<file path="src/sv/drt_pkg.sv">
package drt_pkg;

  localparam int unsigned EntriesDef  = 64;
  localparam int unsigned AddrBitsDef = 64;

  typedef enum logic [3:0] {
    CMD_ADD        = 4'd0,
    CMD_REMOVE     = 4'd1,
    CMD_FIND       = 4'd2,
    CMD_FIRST_OVL  = 4'd3,
    CMD_FIND_HOLE  = 4'd4,
    CMD_SHRINK     = 4'd5,
    CMD_SPLIT      = 4'd6,
    CMD_MERGE_PREV = 4'd7,
    CMD_MERGE_NEXT = 4'd8
  } cmd_e;

  typedef enum logic [2:0] {
    ST_OK        = 3'd0,
    ST_IN_USE    = 3'd1,
    ST_NOT_FOUND = 3'd2,
    ST_FULL      = 3'd3,
    ST_BAD       = 3'd4
  } status_e;

  // Commands from the controller to the datapath.
  typedef struct packed {
    logic latch;
    logic rd_own;
    logic scan_init;
    logic scan;
    logic dec;
    logic wr1;
    logic wr2;
    logic load_out;
  } ctrl_cmd_t;

  // Status from the datapath to the controller.
  typedef struct packed {
    logic scan_last;
    logic out_busy;
  } dp_sts_t;

endpackage

</file>
<file path="src/sv/drt_ctrl.sv">
module drt_ctrl (
  input  logic               clk_i,
  input  logic               rst_ni,
  input  logic               accept_i,
  input  drt_pkg::dp_sts_t   sts_i,
  output drt_pkg::ctrl_cmd_t cmd_o,
  output logic               idle_o
);

  typedef enum logic [8:0] {
    S_IDLE  = 9'b000000001,
    S_RD    = 9'b000000010,
    S_RDW   = 9'b000000100,
    S_SCAN  = 9'b000001000,
    S_DRAIN = 9'b000010000,
    S_DEC   = 9'b000100000,
    S_WR1   = 9'b001000000,
    S_WR2   = 9'b010000000,
    S_OUT   = 9'b100000000
  } state_e;

  state_e state_q, state_d;

  always_comb begin
    state_d = state_q;
    cmd_o   = '0;
    unique case (state_q)
      S_IDLE: begin
        if (accept_i) begin
          cmd_o.latch = 1'b1;
          state_d     = S_RD;
        end
      end
      S_RD: begin
        cmd_o.rd_own = 1'b1;
        state_d      = S_RDW;
      end
      S_RDW: begin
        cmd_o.scan_init = 1'b1;
        state_d         = S_SCAN;
      end
      S_SCAN: begin
        cmd_o.scan = 1'b1;
        if (sts_i.scan_last) state_d = S_DRAIN;
      end
      S_DRAIN: state_d = S_DEC;
      S_DEC: begin
        cmd_o.dec = 1'b1;
        state_d   = S_WR1;
      end
      S_WR1: begin
        cmd_o.wr1 = 1'b1;
        state_d   = S_WR2;
      end
      S_WR2: begin
        cmd_o.wr2 = 1'b1;
        state_d   = S_OUT;
      end
      S_OUT: begin
        if (!sts_i.out_busy) begin
          cmd_o.load_out = 1'b1;
          state_d        = S_IDLE;
        end
      end
      default: state_d = S_IDLE;
    endcase
  end

  always_ff @(posedge clk_i or negedge rst_ni) begin
    if (!rst_ni) begin
      state_q <= S_IDLE;
    end else begin
      state_q <= state_d;
    end
  end

  assign idle_o = (state_q == S_IDLE);

endmodule

</file>
<file path="config.mk">
export PLATFORM = sky130hd
export DESIGN_NAME = drt_ctrl
export DESIGN_NICKNAME = d
export VERILOG_FILES = /design/src/sv/drt_pkg.sv /design/src/sv/drt_ctrl.sv
export SDC_FILE = /design/constraint.sdc
export NUM_CORES = 1
export LEC_CHECK = 0
export BUFFER_PORTS_ARGS = -buffer_cell sky130_fd_sc_hd__buf_2
export CAP_MARGIN = 30
export CORE_AREA = 2 2 39 41
export DETAILED_ROUTE_END_ITERATION = 7
export DIE_AREA = 0 0 41 43
export GPL_ROUTABILITY_DRIVEN = 1
export HOLD_SLACK_MARGIN = 0.06
export PLACE_DENSITY = 0.67
export SLEW_MARGIN = 40
export SYNTH_ARGS = -nofsm -noshare
export SYNTH_HDL_FRONTEND = slang
export SYNTH_SLANG_ARGS = --single-unit
</file>
<file path="constraint.sdc">
create_clock -name clk_i -period 2.41 [get_ports clk_i]
set_clock_uncertainty 0.2 [all_clocks]
set_input_delay 0.3615 -clock clk_i [delete_from_list [all_inputs] [get_ports clk_i]]
set_output_delay 0.3615 -clock clk_i [all_outputs]
set_load 0.01 [all_outputs]
</file>
Word level (Yosys, flattened, before mapping)
Cells that the tools add are included.

storage, ports and cells
  flip-flop bits (word level) = 9
  bits of input ports = 5
  output and inout port bits = 9
  logic and storage cells = 28

cells by class
  equal/unequal tests = 12
  mux-type cells = 14
  reduce and logical (&&, ||, !) cells = 1

operators with widths
  kind                                                                    number
  9-bit case mux with 9 select lines                                      1
  9-bit 2-to-1 mux                                                        3
  1-bit 2-to-1 mux                                                        10
  9-bit by 1-bit equality test with 1-bit output (second input constant)  1
  9-bit by 2-bit equality test with 1-bit output (second input constant)  1
  9-bit by 3-bit equality test with 1-bit output (second input constant)  1
  9-bit by 4-bit equality test with 1-bit output (second input constant)  1
  9-bit by 5-bit equality test with 1-bit output (second input constant)  1
  9-bit by 6-bit equality test with 1-bit output (second input constant)  1
  9-bit by 7-bit equality test with 1-bit output (second input constant)  1
  9-bit by 8-bit equality test with 1-bit output (second input constant)  1
  9-bit equality test (second input constant)                             1
  2-bit != test (second input constant)                                   3
  3-bit AND reduction                                                     1

Depth between registers and ports, before layout
  depth after elaboration = 3
  gate-level depth with buffers = 5
  gate-level depth less buffers = 4

Least setup slack after synthesis
OpenSTA, ideal clock, no wires.

  path type = register to output
  start point = reg state_q[1]
  end point = out cmd_o[2] in the netlist's numbering
  data arrival time = 1.521 ns
  required time = 1.849 ns
  path slack = 0.327 ns
  cell stages (with the launch flop) = 5
  buffers on the path = 0
  path through = dfrtp_1 > or4_4 > nor2_4 > nand2_2 > nor3b_1

RTL lines
  item                    RTL line        text
  start, declared         drt_ctrl.sv:22  state_e state_q, state_d;
  start signal, assigned  drt_ctrl.sv:73  state_q <= state_d;
  end, declared           drt_ctrl.sv:6   output drt_pkg::ctrl_cmd_t cmd_o,

==> results.md <==
- Clk pin slew, worst setup/hold paths: 0.06 ns
- Setup Viol. Count Final: 0
- Status: completed
- Register bit total from synthesis: 9
- GRT Total Usage: 15.1%
- Fin area: 732 um2
- Drc violations: 0
- Critical Path Max Stage Delay: 0.44 ns
- Slowest cell on crit path: dfrtp_1
- Post-layout net count: 87
- Placed inst area: 664 um2
- DR pass1 iterations: 4
- P per Cell Area: 982 nW/um2
- Site row count: 14
- Largest net degree at the start of global routing: 10
- GPL Wtd Cong: 0.738
- Clock power frac: 15.5%
- DP HPWL: 842 um
- Switching Fraction: 36.8%
- Mapped Cells: 60
- Top cells by area, synth: dfrtp_1 35%, nor2_1 6.5%, dfstp_2 4.6%, nor4b_4 4.1%, nor3b_1 3.9%
- H-tree Lvls: 1
- Post-route ant nets: 0
- Initial antenna violation count: 0
- WP data arrival: 1.77 ns
- Via count: 504
- Post-layout minimum cycle time: 2.33 ns
- Critical Path, Cell by Cell: nor4_4, nand2_2, nor4b_4, and2_1, buf_2
- Via density: 5.20
- Chip Height: 43 um
- CP required: 1.85 ns
- Actual slew at the worst max-slew pin: 0.317 ns
- Number of global-route vias before repair: 458
- Final worst-path cycle share: 96.8%
- Largest register by flop count: state_q
- CP bufs+invs: 1
- Core ar.: 1380 um2
- Max rail drop VDD: 0.000395 V
- First-pass GRT wire length: 1760 um
- Comb power frac: 53.6%
- Max Freq: 429 MHz
- # diodes: 0
- Syn avg cell area: 9.61 um2
- Synth async-reset ratio: 100%
- Final hold viol count: 0
- YS warnings: 0
- Total leakage power: 0.357 nW
- Critical Path Start Type: register
- Part of the Yosys area used for sequential elements: 39.3%
- Clock Sinks: 9
- Sw Pwr: 0.265 mW
- CTS Buf Count: 3
- Initial DRC Count: 11
- Worst hold slack: 0.140 ns
- CTS tree: yes
- CTS max path bufs: 2
- Largest register FFs: 9
- Place WS: 0.213 ns
- Total grt overflow: 0
- CP max FO: 5
- Top cell type's share of synthesized area: 34.7%
- Root Driver: clkbuf_4
- Cell taking the most area after synthesis: dfrtp_1
- Worst path top cell family by delay: simple AND/OR/NAND/NOR gates
- Die area: 1760 um2
- Register share of total power: 30.9%
- Top FF cell, synth: dfrtp_1
- Final WS setup: 0.0780 ns
- IO Count: 14
- Post-synth EDFFs: 0
- Clk Latency, worst-skew pair: 0.25 ns
- Syn Std Cell Area: 577 um2
- Crit end category: output port
- Internal power: 0.454 mW
- Largest registers: state_q x9
- CP Class: register to output port
- Maxcap violations: 0
- Die W: 41 um
- Synth cell count leaders: 10 x nor2_1, 8 x dfrtp_1, 4 x inv_1, 4 x nand2_1
- Area Overhead vs Synth: 26.9%
- Fin. max-slew vios: 0
- Avg WL per Cell: 11.8 um
- Initial Utilization: 41.7%
- Fraction of layout cells with a size suffix above 1: 39.5%
- Max_slew headroom: 78.6%
- Worst hold path class: input pin to register
- Synth cell types: 31
- Mapped Nets: 65
- Count leader, synth: nor2_1
- Port bufs: 13
- WL final: 1140 um
## layout by cell type (no fill, tap or decap), drive strengths merged, types with 2 or more instances in the layout
| master | synthesis | routed |
|---|---|---|
| buf | 1 | 18 |
| nor2 | 11 | 11 |
| nor3 | 2 | 2 |
| dfrtp | 8 | 8 |
| and2 | 2 | 2 |
| nand2 | 5 | 5 |
| clkbuf | 1 | 4 |
| o21ai | 3 | 3 |
| nor4 | 2 | 2 |
| nor3b | 3 | 3 |
| inv | 4 | 4 |
| nor4b | 3 | 3 |
| nand2b | 2 | 2 |
## cells by family after synthesis
logic type             Yosys count  share of synthesized area (%)
flip-flops                       9                           39.3
AO/OA/AOI/OAI                    8                           11.3
buffers and inverters            6                           4.77
AND/OR/NAND/NOR                 36                           43.2
XOR/XNOR                         1                           1.52
## metrics by stage
| stage | utilization, % | power, mW | std cells | TNS [ns] |
|---|---|---|---|---|
| 2_1_floorplan | - | 0.479 | 60 | 0 |
| 4_1_cts | 51.2 | 0.685 | 95 | 0 |
| 3_3_place_gp | 48.0 | 0.551 | 89 | 0 |
| 6_report | 52.9 | 0.719 | 97 | 0 |
| 3_5_place_dp | 48.0 | 0.557 | 89 | 0 |
| 5_1_grt | 52.9 | 0.771 | 97 | -0.00370 |
## power by group through the flow
stage	combinational, mW	clock (mW)	sequential, mW
2_1_floorplan	0.254	0	0.225
3_3_place_gp	0.329	0	0.223
3_5_place_dp	0.334	0	0.224
4_1_cts	0.349	0.114	0.221
5_1_grt	0.421	0.123	0.227
6_report	0.385	0.111	0.222
## layer usage
metal | global-route usage [%] | routed length (um) | vias up
met5 | 0 | 0 | -
met4 | 8.00 | 13 | 0
met3 | 3.14 | 57 | 4
met2 | 23.4 | 552 | 14
met1 | 18.6 | 519 | 230
li1 | - | - | 256
## path summary, 6_finish.rpt
check                      slack [ns]  startpoint         end  depth (start not counted)
max                              0.08  state_q[3]    cmd_o[7]                          5
min                              0.14    accept_i  state_q[1]                          2
max reg2reg                      0.59  state_q[0]  state_q[0]                          4
min reg2reg                      0.35  state_q[6]  state_q[5]                          1
max in group asynchronous        1.49      rst_ni  state_q[0]                          2
min in group asynchronous        0.28      rst_ni  state_q[2]                          2
## area by class of cell
cell class	count	area, um2
multi-input combinational	45	330
fill	127	652
sequential	9	228
tap	16	20.0
inverter	4	15.0
clock buffer	4	26.3
timing repair buffer	19	113
## repair_timing
action	in CTS	in global routing
gates resized for setup	0	3
endpoints found under the setup margin	1	2
hold buffers	1	0
setup buffers	1	2
endpoints found under the hold margin	9	0
pin swaps	1	6
(Power assumes the default switching activity.)
